## config.mk

```make
export PLATFORM = sky130hd
export DESIGN_NAME = sorted_timestamp_table_core
export DESIGN_NICKNAME = d
export VERILOG_FILES = /design/src/hdl/sts_pkg.sv /design/src/hdl/sts_datapath.sv /design/src/hdl/sts_ctrl.sv /design/src/hdl/sorted_timestamp_table_core.sv
export SDC_FILE = /design/constraint.sdc
export NUM_CORES = 2
export LEC_CHECK = 0
export ABC_AREA = 0
export BUFFER_PORTS_ARGS = -buffer_cell sky130_fd_sc_hd__buf_4
export CORE_ASPECT_RATIO = 0.9
export CORE_MARGIN = 2
export CORE_UTILIZATION = 36
export CTS_BUF_LIST = sky130_fd_sc_hd__clkbuf_8
export CTS_CLUSTER_SIZE = 24
export DETAILED_ROUTE_END_ITERATION = 7
export SYNTH_ARGS = -nofsm -noshare
export SYNTH_HDL_FRONTEND = slang
export SYNTH_SLANG_ARGS = --single-unit
export TNS_END_PERCENT = 5
```

## constraint.sdc

```tcl
create_clock -name clk_i -period 4.4 [get_ports clk_i]
set_input_delay 0.88 -clock clk_i [delete_from_list [all_inputs] [get_ports clk_i]]
set_output_delay 0.88 -clock clk_i [all_outputs]
set_load 0.005 [all_outputs]
```

## src/hdl/sts_pkg.sv

```systemverilog
// ----------------------------------------------------------------------------
// Sorted timestamp table package
// Shared codes, field widths, the control and status bundles between the
// controller and the datapath, and the month length table.
// ----------------------------------------------------------------------------
`default_nettype none

package sts_pkg;

  // Default number of table entries
  localparam int unsigned TableDepth = 32;

  // Field widths of one word
  localparam int unsigned KindW   = 2;
  localparam int unsigned YearW   = 12;
  localparam int unsigned MonthW  = 4;
  localparam int unsigned DayW    = 5;
  localparam int unsigned HourW   = 5;
  localparam int unsigned MinuteW = 6;
  localparam int unsigned StatusW = 2;
  localparam int unsigned CountW  = 6;
  localparam int unsigned KeyW    = YearW + MonthW + DayW + HourW + MinuteW;

  // Operation codes
  localparam logic [KindW-1:0] KindInsert = 2'd0;
  localparam logic [KindW-1:0] KindRemove = 2'd1;
  localparam logic [KindW-1:0] KindLookup = 2'd2;
  localparam logic [KindW-1:0] KindList   = 2'd3;

  // Result status codes
  localparam logic [StatusW-1:0] StOk   = 2'd0;
  localparam logic [StatusW-1:0] StMiss = 2'd1;
  localparam logic [StatusW-1:0] StFull = 2'd2;
  localparam logic [StatusW-1:0] StBad  = 2'd3;

  // Commands from the controller to the datapath
  typedef struct packed {
    logic               capture;
    logic               rd_en;
    logic               wr_en;
    logic               wr_key;
    logic               cnt_inc;
    logic               cnt_dec;
    logic               out_load;
    logic               out_has_key;
    logic               out_last;
    logic [StatusW-1:0] out_status;
  } sts_cmd_t;

  // Status from the datapath to the controller
  typedef struct packed {
    logic [KindW-1:0] kind;
    logic             date_ok;
    logic             ge;
    logic             eq;
    logic             out_free;
  } sts_stat_t;

  // Days in a month; zero for codes that name no month
  function automatic logic [DayW-1:0] month_days(input logic [MonthW-1:0] month,
                                                  input logic leap);
    logic [DayW-1:0] len;
    case (month)
      4'd1, 4'd3, 4'd5, 4'd7, 4'd8, 4'd10, 4'd12: len = 5'd31;
      4'd4, 4'd6, 4'd9, 4'd11:                     len = 5'd30;
      4'd2:                                        len = leap ? 5'd29 : 5'd28;
      default:                                     len = 5'd0;
    endcase
    return len;
  endfunction

endpackage

`default_nettype wire

```

## src/hdl/sts_datapath.sv

```systemverilog
// ----------------------------------------------------------------------------
// Sorted timestamp table datapath
// Entry memory with registered read, key and count registers, date check,
// key comparators and the output register.
// ----------------------------------------------------------------------------
`default_nettype none

module sts_datapath #(
  parameter int unsigned TABLE_DEPTH = sts_pkg::TableDepth,
  parameter int unsigned AddrW       = $clog2(TABLE_DEPTH),
  parameter int unsigned CntW        = $clog2(TABLE_DEPTH + 1)
) (
  input  wire logic                         clk_i,
  input  wire logic                         rst_ni,
  // input word fields
  input  wire logic [sts_pkg::KindW-1:0]    kind_i,
  input  wire logic [sts_pkg::YearW-1:0]    year_i,
  input  wire logic [sts_pkg::MonthW-1:0]   month_i,
  input  wire logic [sts_pkg::DayW-1:0]     day_i,
  input  wire logic [sts_pkg::HourW-1:0]    hour_i,
  input  wire logic [sts_pkg::MinuteW-1:0]  minute_i,
  // controller side
  input  wire sts_pkg::sts_cmd_t            cmd_i,
  input  wire logic [AddrW-1:0]             rd_addr_i,
  input  wire logic [AddrW-1:0]             wr_addr_i,
  output sts_pkg::sts_stat_t                stat_o,
  output logic [CntW-1:0]                   count_o,
  // output word
  input  wire logic                         out_ready_i,
  output logic                              out_valid_o,
  output logic [sts_pkg::StatusW-1:0]       status_o,
  output logic [sts_pkg::CountW-1:0]        entry_count_o,
  output logic [sts_pkg::YearW-1:0]         out_year_o,
  output logic [sts_pkg::MonthW-1:0]        out_month_o,
  output logic [sts_pkg::DayW-1:0]          out_day_o,
  output logic [sts_pkg::HourW-1:0]         out_hour_o,
  output logic [sts_pkg::MinuteW-1:0]       out_minute_o,
  output logic                              last_o
);

  import sts_pkg::*;

  // Divisibility by 25 through the modular inverse of 25 mod 2^12
  localparam logic [YearW-1:0] Inv25    = 12'd3113;
  localparam logic [YearW-1:0] Div25Max = 12'd163;
  localparam logic [YearW-1:0] YearMin  = 12'd1900;

  logic [KeyW-1:0]   mem [TABLE_DEPTH];
  logic [KeyW-1:0]   rdata_q;
  logic [KeyW-1:0]   key_q;
  logic [KindW-1:0]  kind_q;
  logic [CntW-1:0]   count_q;
  logic              out_valid_q;
  logic [StatusW-1:0] status_q;
  logic [CountW-1:0] entry_count_q;
  logic [KeyW-1:0]   out_key_q;
  logic              last_q;

  // key fields
  logic [YearW-1:0]   k_year;
  logic [MonthW-1:0]  k_month;
  logic [DayW-1:0]    k_day;
  logic [HourW-1:0]   k_hour;
  logic [MinuteW-1:0] k_minute;
  logic [YearW-1:0]   mod_prod;
  logic               div25;
  logic               leap;
  logic [DayW-1:0]    mlen;
  logic               out_free;

  assign {k_year, k_month, k_day, k_hour, k_minute} = key_q;

  // Check the calendar date of the held key
  assign mod_prod = k_year * Inv25;
  assign div25    = (mod_prod <= Div25Max);
  assign leap     = ((k_year[1:0] == 2'd0) && !div25) || ((k_year[3:0] == 4'd0) && div25);
  assign mlen     = month_days(k_month, leap);

  assign out_free = !out_valid_q || out_ready_i;

  always_comb begin
    stat_o.kind     = kind_q;
    stat_o.date_ok  = (k_year >= YearMin) && (k_hour <= 5'd23) && (k_minute <= 6'd59)
                   && (k_day != 5'd0) && (k_day <= mlen);
    stat_o.ge       = (rdata_q >= key_q);
    stat_o.eq       = (rdata_q == key_q);
    stat_o.out_free = out_free;
  end

  assign count_o = count_q;

  // Entry memory: one write and one registered read a cycle
  always_ff @(posedge clk_i) begin
    if (cmd_i.wr_en) begin
      mem[wr_addr_i] <= cmd_i.wr_key ? key_q : rdata_q;
    end
    if (cmd_i.rd_en) begin
      rdata_q <= mem[rd_addr_i];
    end
  end

  // Hold the accepted word and load the output payload
  always_ff @(posedge clk_i) begin
    if (cmd_i.capture) begin
      key_q  <= {year_i, month_i, day_i, hour_i, minute_i};
      kind_q <= kind_i;
    end
    if (cmd_i.out_load) begin
      status_q      <= cmd_i.out_status;
      entry_count_q <= CountW'(count_q);
      out_key_q     <= cmd_i.out_has_key ? rdata_q : '0;
      last_q        <= cmd_i.out_last;
    end
  end

  // Track the entry count and the output valid flag
  always_ff @(posedge clk_i or negedge rst_ni) begin
    if (!rst_ni) begin
      count_q     <= '0;
      out_valid_q <= 1'b0;
    end else begin
      if (cmd_i.cnt_inc) begin
        count_q <= count_q + CntW'(1);
      end else if (cmd_i.cnt_dec) begin
        count_q <= count_q - CntW'(1);
      end
      if (cmd_i.out_load) begin
        out_valid_q <= 1'b1;
      end else if (out_ready_i) begin
        out_valid_q <= 1'b0;
      end
    end
  end

  assign out_valid_o   = out_valid_q;
  assign status_o      = status_q;
  assign entry_count_o = entry_count_q;
  assign {out_year_o, out_month_o, out_day_o, out_hour_o, out_minute_o} = out_key_q;
  assign last_o        = last_q;

  // A write lands inside the filled part of the table or just past it
  a_wr_in_range: assert property (@(posedge clk_i) disable iff (!rst_ni)
    cmd_i.wr_en |-> (CntW'(wr_addr_i) <= count_q))
    else $error("write beyond the filled entries");

  // The count never passes the table depth
  a_count_bound: assert property (@(posedge clk_i) disable iff (!rst_ni)
    count_q <= CntW'(TABLE_DEPTH))
    else $error("entry count above table depth");

endmodule

`default_nettype wire

```

## src/hdl/sts_ctrl.sv

```systemverilog
// ----------------------------------------------------------------------------
// Sorted timestamp table controller
// Sequences check, walk, shift and list steps over the entry memory, one
// read or one write per cycle.
// ----------------------------------------------------------------------------
`default_nettype none

module sts_ctrl #(
  parameter int unsigned TABLE_DEPTH = sts_pkg::TableDepth,
  parameter int unsigned AddrW       = $clog2(TABLE_DEPTH),
  parameter int unsigned CntW        = $clog2(TABLE_DEPTH + 1)
) (
  input  wire logic                clk_i,
  input  wire logic                rst_ni,
  input  wire logic                in_valid_i,
  output logic                     in_ready_o,
  input  wire sts_pkg::sts_stat_t  stat_i,
  input  wire logic [CntW-1:0]     count_i,
  output sts_pkg::sts_cmd_t        cmd_o,
  output logic [AddrW-1:0]         rd_addr_o,
  output logic [AddrW-1:0]         wr_addr_o
);

  import sts_pkg::*;

  localparam logic [3:0] SIdle  = 4'd0;
  localparam logic [3:0] SCheck = 4'd1;
  localparam logic [3:0] SEmit  = 4'd2;
  localparam logic [3:0] SIRd   = 4'd3;
  localparam logic [3:0] SIEv   = 4'd4;
  localparam logic [3:0] SIPut  = 4'd5;
  localparam logic [3:0] SSRd   = 4'd6;
  localparam logic [3:0] SSEv   = 4'd7;
  localparam logic [3:0] SRRd   = 4'd8;
  localparam logic [3:0] SREv   = 4'd9;
  localparam logic [3:0] SLRd   = 4'd10;
  localparam logic [3:0] SLEv   = 4'd11;

  logic [3:0]         state_q, state_d;
  logic [CntW-1:0]    idx_q, idx_d;
  logic [StatusW-1:0] st_q, st_d;
  logic [CntW-1:0]    idx_m1, idx_p1, cnt_m1;
  logic               full;

  assign idx_m1 = idx_q - CntW'(1);
  assign idx_p1 = idx_q + CntW'(1);
  assign cnt_m1 = count_i - CntW'(1);
  assign full   = (count_i == CntW'(TABLE_DEPTH));

  // Next state and datapath commands
  always_comb begin
    state_d    = state_q;
    idx_d      = idx_q;
    st_d       = st_q;
    cmd_o      = '0;
    rd_addr_o  = idx_q[AddrW-1:0];
    wr_addr_o  = idx_q[AddrW-1:0];
    in_ready_o = 1'b0;
    case (state_q)
      SIdle: begin
        in_ready_o = 1'b1;
        if (in_valid_i) begin
          cmd_o.capture = 1'b1;
          state_d       = SCheck;
        end
      end
      SCheck: begin
        if (stat_i.kind == KindList) begin
          if (count_i == '0) begin
            st_d    = StMiss;
            state_d = SEmit;
          end else begin
            idx_d   = '0;
            state_d = SLRd;
          end
        end else if (!stat_i.date_ok) begin
          st_d    = StBad;
          state_d = SEmit;
        end else if (stat_i.kind == KindInsert) begin
          if (full) begin
            st_d    = StFull;
            state_d = SEmit;
          end else if (count_i == '0) begin
            idx_d   = '0;
            state_d = SIPut;
          end else begin
            idx_d   = count_i;
            state_d = SIRd;
          end
        end else if (count_i == '0) begin
          st_d    = StMiss;
          state_d = SEmit;
        end else begin
          idx_d   = '0;
          state_d = SSRd;
        end
      end
      SEmit: begin
        if (stat_i.out_free) begin
          cmd_o.out_load   = 1'b1;
          cmd_o.out_status = st_q;
          cmd_o.out_last   = 1'b1;
          state_d          = SIdle;
        end
      end
      // insert: walk down from the top, moving later entries up one slot
      SIRd: begin
        cmd_o.rd_en = 1'b1;
        rd_addr_o   = idx_m1[AddrW-1:0];
        state_d     = SIEv;
      end
      SIEv: begin
        if (stat_i.ge) begin
          cmd_o.wr_en = 1'b1;
          idx_d       = idx_m1;
          state_d     = (idx_m1 == '0) ? SIPut : SIRd;
        end else begin
          state_d = SIPut;
        end
      end
      SIPut: begin
        cmd_o.wr_en   = 1'b1;
        cmd_o.wr_key  = 1'b1;
        cmd_o.cnt_inc = 1'b1;
        st_d          = StOk;
        state_d       = SEmit;
      end
      // remove and lookup: search up from the bottom
      SSRd: begin
        cmd_o.rd_en = 1'b1;
        state_d     = SSEv;
      end
      SSEv: begin
        if (stat_i.eq) begin
          st_d = StOk;
          if (stat_i.kind == KindLookup) begin
            state_d = SEmit;
          end else if (idx_q == cnt_m1) begin
            cmd_o.cnt_dec = 1'b1;
            state_d       = SEmit;
          end else begin
            state_d = SRRd;
          end
        end else if (idx_q == cnt_m1) begin
          st_d    = StMiss;
          state_d = SEmit;
        end else begin
          idx_d   = idx_p1;
          state_d = SSRd;
        end
      end
      // remove: close the gap, moving later entries down one slot
      SRRd: begin
        cmd_o.rd_en = 1'b1;
        rd_addr_o   = idx_p1[AddrW-1:0];
        state_d     = SREv;
      end
      SREv: begin
        cmd_o.wr_en = 1'b1;
        idx_d       = idx_p1;
        if (idx_p1 == cnt_m1) begin
          cmd_o.cnt_dec = 1'b1;
          state_d       = SEmit;
        end else begin
          state_d = SRRd;
        end
      end
      // list: one entry per output word
      SLRd: begin
        cmd_o.rd_en = 1'b1;
        state_d     = SLEv;
      end
      SLEv: begin
        if (stat_i.out_free) begin
          cmd_o.out_load    = 1'b1;
          cmd_o.out_status  = StOk;
          cmd_o.out_has_key = 1'b1;
          cmd_o.out_last    = (idx_q == cnt_m1);
          if (idx_q == cnt_m1) begin
            state_d = SIdle;
          end else begin
            idx_d   = idx_p1;
            state_d = SLRd;
          end
        end
      end
      default: begin
        state_d = SIdle;
      end
    endcase
  end

  // Advance the sequencer
  always_ff @(posedge clk_i or negedge rst_ni) begin
    if (!rst_ni) begin
      state_q <= SIdle;
      idx_q   <= '0;
      st_q    <= StOk;
    end else begin
      state_q <= state_d;
      idx_q   <= idx_d;
      st_q    <= st_d;
    end
  end

  // An output word is loaded only into a free output register
  a_load_free: assert property (@(posedge clk_i) disable iff (!rst_ni)
    cmd_o.out_load |-> stat_i.out_free)
    else $error("output word overwritten");

  // The table is never written while waiting for a new word
  a_no_idle_write: assert property (@(posedge clk_i) disable iff (!rst_ni)
    (state_q == SIdle) |-> !cmd_o.wr_en)
    else $error("table written while idle");

  // An insert completes only below the table depth
  a_inc_not_full: assert property (@(posedge clk_i) disable iff (!rst_ni)
    cmd_o.cnt_inc |-> !full)
    else $error("insert into a full table");

endmodule

`default_nettype wire

```

## src/hdl/sorted_timestamp_table_core.sv

```systemverilog
// ----------------------------------------------------------------------------
// Sorted timestamp table
// Bounded table of timestamps kept in ascending order, with insert, remove,
// lookup and list operations over valid/ready channels.
// ----------------------------------------------------------------------------
// The block takes one word at a time and accepts the next only after the
// previous one has finished its table work; a finished output word may still
// wait in the output register. Each table step is a read of the entry memory
// followed by an evaluate cycle. An insert walks down from the top and moves
// later entries up one slot, a remove or lookup searches up from the bottom,
// a remove then closes the gap, and a list reads every entry in turn, waiting
// for a free output register for each. Invalid dates and inserts into a full
// table answer straight from the check step. No clearing pass is needed after
// reset.
`default_nettype none

module sorted_timestamp_table_core #(
  parameter int unsigned TABLE_DEPTH = sts_pkg::TableDepth
) (
  input  wire logic                         clk_i,
  input  wire logic                         rst_ni,
  // input words
  input  wire logic                         in_valid_i,
  output logic                              in_ready_o,
  input  wire logic [sts_pkg::KindW-1:0]    kind_i,
  input  wire logic [sts_pkg::YearW-1:0]    year_i,
  input  wire logic [sts_pkg::MonthW-1:0]   month_i,
  input  wire logic [sts_pkg::DayW-1:0]     day_i,
  input  wire logic [sts_pkg::HourW-1:0]    hour_i,
  input  wire logic [sts_pkg::MinuteW-1:0]  minute_i,
  // output words
  output logic                              out_valid_o,
  input  wire logic                         out_ready_i,
  output logic [sts_pkg::StatusW-1:0]       status_o,
  output logic [sts_pkg::CountW-1:0]        entry_count_o,
  output logic [sts_pkg::YearW-1:0]         out_year_o,
  output logic [sts_pkg::MonthW-1:0]        out_month_o,
  output logic [sts_pkg::DayW-1:0]          out_day_o,
  output logic [sts_pkg::HourW-1:0]         out_hour_o,
  output logic [sts_pkg::MinuteW-1:0]       out_minute_o,
  output logic                              last_o
);

  import sts_pkg::*;

  localparam int unsigned AddrW = $clog2(TABLE_DEPTH);
  localparam int unsigned CntW  = $clog2(TABLE_DEPTH + 1);

  sts_cmd_t         cmd;
  sts_stat_t        stat;
  logic [CntW-1:0]  count;
  logic [AddrW-1:0] rd_addr;
  logic [AddrW-1:0] wr_addr;

  // Sequencer
  sts_ctrl #(
    .TABLE_DEPTH (TABLE_DEPTH),
    .AddrW       (AddrW),
    .CntW        (CntW)
  ) u_ctrl (
    .clk_i      (clk_i),
    .rst_ni     (rst_ni),
    .in_valid_i (in_valid_i),
    .in_ready_o (in_ready_o),
    .stat_i     (stat),
    .count_i    (count),
    .cmd_o      (cmd),
    .rd_addr_o  (rd_addr),
    .wr_addr_o  (wr_addr)
  );

  // Table storage and output register
  sts_datapath #(
    .TABLE_DEPTH (TABLE_DEPTH),
    .AddrW       (AddrW),
    .CntW        (CntW)
  ) u_datapath (
    .clk_i         (clk_i),
    .rst_ni        (rst_ni),
    .kind_i        (kind_i),
    .year_i        (year_i),
    .month_i       (month_i),
    .day_i         (day_i),
    .hour_i        (hour_i),
    .minute_i      (minute_i),
    .cmd_i         (cmd),
    .rd_addr_i     (rd_addr),
    .wr_addr_i     (wr_addr),
    .stat_o        (stat),
    .count_o       (count),
    .out_ready_i   (out_ready_i),
    .out_valid_o   (out_valid_o),
    .status_o      (status_o),
    .entry_count_o (entry_count_o),
    .out_year_o    (out_year_o),
    .out_month_o   (out_month_o),
    .out_day_o     (out_day_o),
    .out_hour_o    (out_hour_o),
    .out_minute_o  (out_minute_o),
    .last_o        (last_o)
  );

endmodule

`default_nettype wire
```

## After elaboration in Yosys (flattened, before gate mapping)

Memories as Yosys holds them, arrays and structs flattened. A register that Yosys moved wholly into a read port is not among the register bits.
Index checks and enable logic that the tools add are counted.

- Add/subtract/negate cells: 4
- Multiply operators: 1
- Magnitude comparators: 6
- Equality and inequality tests: 38
- Mux-type cells: 66
- Reduce and logical (&&, ||, !) cells: 28

Operators with widths:

| kind | number |
|---|---|
| $mux W6 | 12 |
| $mux W4 | 14 |
| $pmux W4 S12 | 1 |
| $eq A4 B4 Y1 const B | 9 |
| $eq A32 B32 Y1 | 1 |
| $eq A4 B3 Y1 const B | 8 |
| $ge A32 B32 Y1 | 1 |
| $mux W32 | 1 |
| $pmux W6 S5 | 1 |
| $eq A4 B2 Y1 const B | 4 |
| $mux W1 | 16 |
| $mux W2 | 8 |
| $mux W3 | 5 |
| $pmux W5 S3 | 1 |
| $add A6 B1 Y6 const B | 2 |
| $eq A6 B6 Y1 | 2 |
| $ge A12 B11 Y1 const B | 1 |
| $le A12 B8 Y1 const B | 1 |
| $logic_not A6 Y1 | 2 |
| $mul A12 B11 Y12 const B | 1 |
| $sub A6 B1 Y6 const B | 2 |
| $pmux W5 S2 | 1 |
| $reduce_bool A5 Y1 | 2 |
| $eq A4 B1 Y1 const B | 2 |
| 27 further kinds | 45 |

- Register bits: 94
- Bits in writable memories: 1024
- Input port bits: 38
- Output and inout port bits: 43
- Word-level logic and storage cells: 155
- Memories kept: 1

Memory list:

| memory | depth | bits a word | rd ports | clocked after Yosys merged registers in | write ports | line | text |
|---|---|---|---|---|---|---|---|
| u_datapath.mem | 32 | 32 | 1 | 1 | 1 | sts_datapath.sv:48 | `logic [KeyW-1:0] mem [TABLE_DEPTH];` |

## Depth between registers and ports, before layout

- Depth in word-level cells: 12
- Gate-level depth with buffers: 20
- Gate-level depth less buffers: 20

## Cells and area by module

Synthesis repeated with hierarchy kept, for this count alone.

- Cells, all modules: 2175
- Area, all modules: 46661.0 µm²

By module, submodules not included:

| module | instances | cells an instance | area each (µm²) | seq. area each (µm²) |
|---|---|---|---|---|
| sts_datapath | 1 | 1923 | 44814.2 | 34137.7 |
| sts_ctrl | 1 | 252 | 1846.8 | 300.3 |

## Least setup slack after synthesis

Ideal clock, no wire load.

- Path type: register -> register
- Start point: register u_datapath.key_q[28]
- End point: memory u_datapath.mem[0][0] (netlist name) (enable)
- Setup time: 0.461 ns
- Data arrival time: 4.317 ns
- Required time: 3.939 ns
- Slack: -0.378 ns
- Cell stages (with the launch flop): 11
- Buffers on the path: 1
- Period minus slack after synthesis: 4.778 ns
- Cells stage by stage: edfxtp_1 -> inv_1 -> ha_1 -> nand4_1 -> nor4_2 -> nand3_1 -> o2111ai_1 -> a21o_1 -> a22oi_1 -> clkbuf_1 -> nor3_1

- Longest elaborated chain between the ends: 5

Ends and longest elaborated chain:

| element | line | text |
|---|---|---|
| start: declaration | sts_datapath.sv:50 | `logic [KeyW-1:0] key_q;` |
| start signal: assignment | sts_datapath.sv:105 | `key_q <= {year_i, month_i, day_i, hour_i, minute_i};` |
| $ge A32 B32 Y1 | sts_datapath.sv:85 | `stat_o.ge = (rdata_q >= key_q);` |
| $mux W1 | sts_ctrl.sv:113 | `if (stat_i.ge) begin` |
| $pmux W1 S2 | sts_ctrl.sv:59 | `case (state_q)` |
| $mux W1 | sts_datapath.sv:94 | `if (cmd_i.wr_en) begin` |
| $mux W1 | sts_datapath.sv:95 | `mem[wr_addr_i] <= cmd_i.wr_key ? key_q : rdata_q;` |
| end: declaration | sts_datapath.sv:48 |  |

No other way between the ends.

## Worst setup path in the final report

- Start point: register u_datapath.key_q[27]
- End point: register u_ctrl.idx_q[2]

- Longest elaborated chain between the ends: 11
- Elaborated cells on any way between the ends: 20
- Classes of those cells: 1 x mul; 4 x order compare; 4 x eq/ne; 2 x mux; 9 x reduce/logical

Ends and longest elaborated chain:

| element | line | text |
|---|---|---|
| $mul A12 B11 Y12 | sts_datapath.sv:74 | `assign mod_prod = k_year * Inv25;` |
| $le A12 B8 Y1 | sts_datapath.sv:75 | `assign div25 = (mod_prod <= Div25Max);` |
| $logic_not A1 Y1 | sts_datapath.sv:76 | `assign leap = ((k_year[1:0] == 2'd0) && !div25) \|\| ((k_year[3:0] == 4'd0) && div25);` |
| $logic_and A1 B1 Y1 | sts_datapath.sv:76 |  |
| $logic_or A1 B1 Y1 | sts_datapath.sv:76 |  |
| $mux W1 | sts_pkg.sv:66 | `4'd2: len = leap ? 5'd29 : 5'd28;` |
| $pmux W5 S3 | sts_pkg.sv:63 | `case (month)` |
| $le A5 B5 Y1 | sts_datapath.sv:84 | `&& (k_day != 5'd0) && (k_day <= mlen);` |
| $logic_and A1 B1 Y1 | sts_datapath.sv:84 |  |
| $ne A3 B1 Y1 (no source line) | n/a |  |
| $reduce_and A6 Y1 (no source line) * | n/a |  |
| end signal: assignment | sts_ctrl.sv:201 | `idx_q <= idx_d;` |
| end: declaration | sts_ctrl.sv:40 | `logic [CntW-1:0] idx_q, idx_d;` |

Mark *: on every way between the ends. The rest lies on a longest branch, timed or not.
A chain may end at the register's enable or synchronous reset.

==> flow_summary.ini <==
[synth]
netlist_instances = 2483
yosys_warnings = 0
async_reset_ff_share_pct = 1.65
avgSynthCellArea_um2 = 18.9
yosysSeqAreaShare_pct = 73.5
ys.flop_type = edfxtp_1
ys_ff_latch = 1150
ys_types = 80
syn-cell-area_um2 = 46900
synthesis.nets = 2598
synth-edff-count = 1131

[final_layout]
fillCellCount = 11400
fin_nets = 2880
final_common_cell = edfxtp_1
areaGrowthSynthToFinish_pct = 16.5
final_util_pct = 42.3
fin_area_um2 = 54600
drive_above_1_share_pct = 27.1
layout_common_cells = 1131 x edfxtp_1, 192 x mux4_2, 190 x clkbuf_8

[detailed_routing]
routed_wirelength_mm = 120
top_layer = met4
drc = 14
drt_iter0_markers = 2485
drt_pass1_iterations = 8
wl_met2_mm = 57.5
route.met3.wl_mm = 7.85
routed_via_density = 5.42
vias = 25100
wl_met1_mm = 51.7
ant_nets = 0
wl_per_cell_um = 25.9

[min_path]
min_delay_path_depth = 1
hold_class = in -> reg
worstHoldStart = month_i[2]
hold_end = u_datapath.key_q[18]

[place]
placed_area_um2 = 50800
hpwlAfterDp_mm = 69.0
dp_slack_ns = -0.772
io_buffers = 80
gp_congestion = 0.862

[run_status]
status = finished with violations
failed_checks = DRC, setup timing

[setup_path]
timing.rr.end = u_ctrl.idx_q[2]
cp.arrival_ns = 5.43
cp-end-kind = flop
timing.setup.critical_path_class = reg -> reg
worstPathMaxFanout = 4
required_ns = 5.11
r2r_cells = 18
reg2reg_from = u_datapath.key_q[27]
crit_path_start_kind = flop
reg2reg_slack_ns = -0.32

[grt]
antenna_found_initial = 1
grt_max_degree = 87
grt_first_pass_wirelength_mm = 174
first_global_vias = 25800
track_usage_pct = 17.9
grt_overflow = 0

[pwr]
worst_ir_drop_vdd_mv = 0.479
leakage_uw = 0.0181
powerDensity_nw_per_um2 = 662

[clock_network]
cts_buffer_depth = 3
cts_tree = done
root_buffer = clkbuf_8
cts_sinks = 1150
cts_buffers = 182
cts_max_level = 4
clkSlewWorstSetupHoldPaths_ns = 0.06
clkLatencyLatePin_ns = 0.84

[timing]
tightest_slew_ns = 1.26
whs_ns = 0.233
fin_crit_sh_pct = 107
finalHoldViolations = 0
max_freq_mhz = 212
finalClockSkew_ns = 0.0406
maxSlewHeadroom_pct = 16.1
slew_violations = 0
timing.final.ws_setup_ns = -0.318
layout_min_cycle_time_ns = 4.72
timing.setup.tns_ns = -2.18
setup_violations = 11
rsz0062_at_grt = true

[floorplan]
coreArea_um2 = 129000
num_rows = 125
die_x_um = 384
start_util_pct = 36.3
ios = 81
die_h_um = 346
die_area_um2 = 133000

[job]
timing.max_cap.violations = 0
[power breakdown]
| part | total [uW] | internal, uW | leakage (uW) | switching (uW) |
|---|---|---|---|---|
| combinational | 13000 | 5570 | 0.00571 | 7440 |
| sequential | 14500 | 14000 | 0.0104 | 506 |
| clock | 8690 | 4540 | 0.00198 | 4140 |
[logic make-up (layout without fill, tap and decap cells)]
group                      after synthesis  count (layout)  synth area share (%)
AOI/OAI and AO/OA                      338             338                  5.18
adders and majority gates               78              78                  2.17
and+or+nand+nor                        328             328                  3.47
xor gates and xnor gates                41              41                 0.927
DFF                                   1150            1150                  73.5
buffers and inverters                  191             626                  2.00
other                                    0               1                     0
muxes                                  357             357                  12.8
[cell type report]
cell class / instances / area [um2] / share of cell area, %
flip-flops and latches: 1150 / 34400 / 63.1
clock buffers: 190 / 2620 / 4.79
clock inverters: 147 / 870 / 1.59
diodes: 1 / 2.50 / 0.00458
repair buffers: 231 / 2290 / 4.19
inverters: 58 / 218 / 0.399
well taps: 1714 / 2140 / 3.93
multi-input cells: 1142 / 12000 / 22.0
[metrics by stage]
stage	std cells	power, uW
6_report	4633	36200
3_5_place_dp	4289	27400
2_1_floorplan	2483	23500
4_1_cts	4632	36300
3_3_place_gp	4289	27100
5_1_grt	4633	37900
[registers in the layout (all words and copies together), names as in the netlist, 2 cells and up]
| signal | flops |
|---|---|
| u_datapath.count_o | 6 |
| u_ctrl.st_q | 2 |
| u_ctrl.idx_q | 6 |
| u_datapath.key_q | 32 |
| u_ctrl.state_q | 4 |
| u_datapath.rdata_q | 32 |
| u_datapath.entry_count_o | 6 |
| u_datapath.mem | 1024 |
| u_datapath.kind_q | 2 |
| u_datapath.status_o | 2 |
| u_datapath.out_key_q | 32 |
[critical path: stages, from the launching register on]
cell and delay, ns:
edfxtp_1 0.43, ha_4 0.28, ha_4 0.26, fa_1 0.41, ha_1 0.32, ha_4 0.29
nor2_2 0.04, xnor2_1 0.18, xnor2_1 0.13, or4_4 0.45, o2111ai_4 0.20, a31oi_2 0.13
ha_1 0.31, inv_2 0.05, o32ai_4 0.14, and2_4 0.22, a311oi_4 0.10, or4_4 0.45
a22o_1 0.22
[cell usage after synthesis, types with 6 or more instances]
library cell,count,area [um2]
xor2_1,12,105
nand2_1,142,533
o22ai_1,67,419
mux2i_1,163,1630
nor2_1,23,86.3
fa_1,6,120
inv_1,57,214
a211oi_1,46,345
ha_1,71,888
and2_1,37,231
clkbuf_1,53,199
o211ai_1,6,45.0
buf_2,40,200
buf_4,10,75.1
buf_6,13,146
a21o_1,6,45.0
a32o_1,33,330
nand4_1,12,75.1
a22o_1,6,52.6
dfrtp_1,19,475
nor2b_1,6,37.5
buf_1,14,52.6
nand3_1,22,110
a21oi_1,60,300
edfxtp_1,1131,34000
nor4_1,6,37.5
xnor2_1,24,210
and3_1,7,43.8
nor3_1,36,180
o21ai_0,54,270
mux4_2,192,4320
a211oi_2,22,275
[worst max path at each step]
stage	depth (start not counted)	endpoint	startpoint	slack [ns]
finish	18	u_ctrl.idx_q[2]	u_datapath.key_q[27]	-0.32
global route	19	u_ctrl.idx_q[2]	u_datapath.key_q[23]	-0.53
CTS	19	u_ctrl.idx_q[2]	u_datapath.key_q[23]	-0.46
detailed placement	18	u_ctrl.idx_q[1]	u_datapath.key_q[20]	-0.77
global placement	18	u_ctrl.idx_q[2]	u_datapath.key_q[20]	-0.74
floorplan	10	u_datapath.mem[0][0]	u_datapath.key_q[28]	-0.38
[routing by layer]
layer	vias to the layer above	track usage [%]
met4	0	5.73
met1	13200	24.6
li1	10700	-
met2	1021	28.8
met5	-	0
met3	199	3.02
[repair_timing]
action | CTS | global route
endpoints found under the setup margin | 11 | 11
buffers inserted | 5 | 0
hold buffers | 1 | 0
endpoints found under the hold margin | 19 | 0
gates cloned | 0 | 0
gates resized for setup | 22 | 12
pin swaps | 24 | 18
Note: power is estimated with default switching activity, not from simulation.
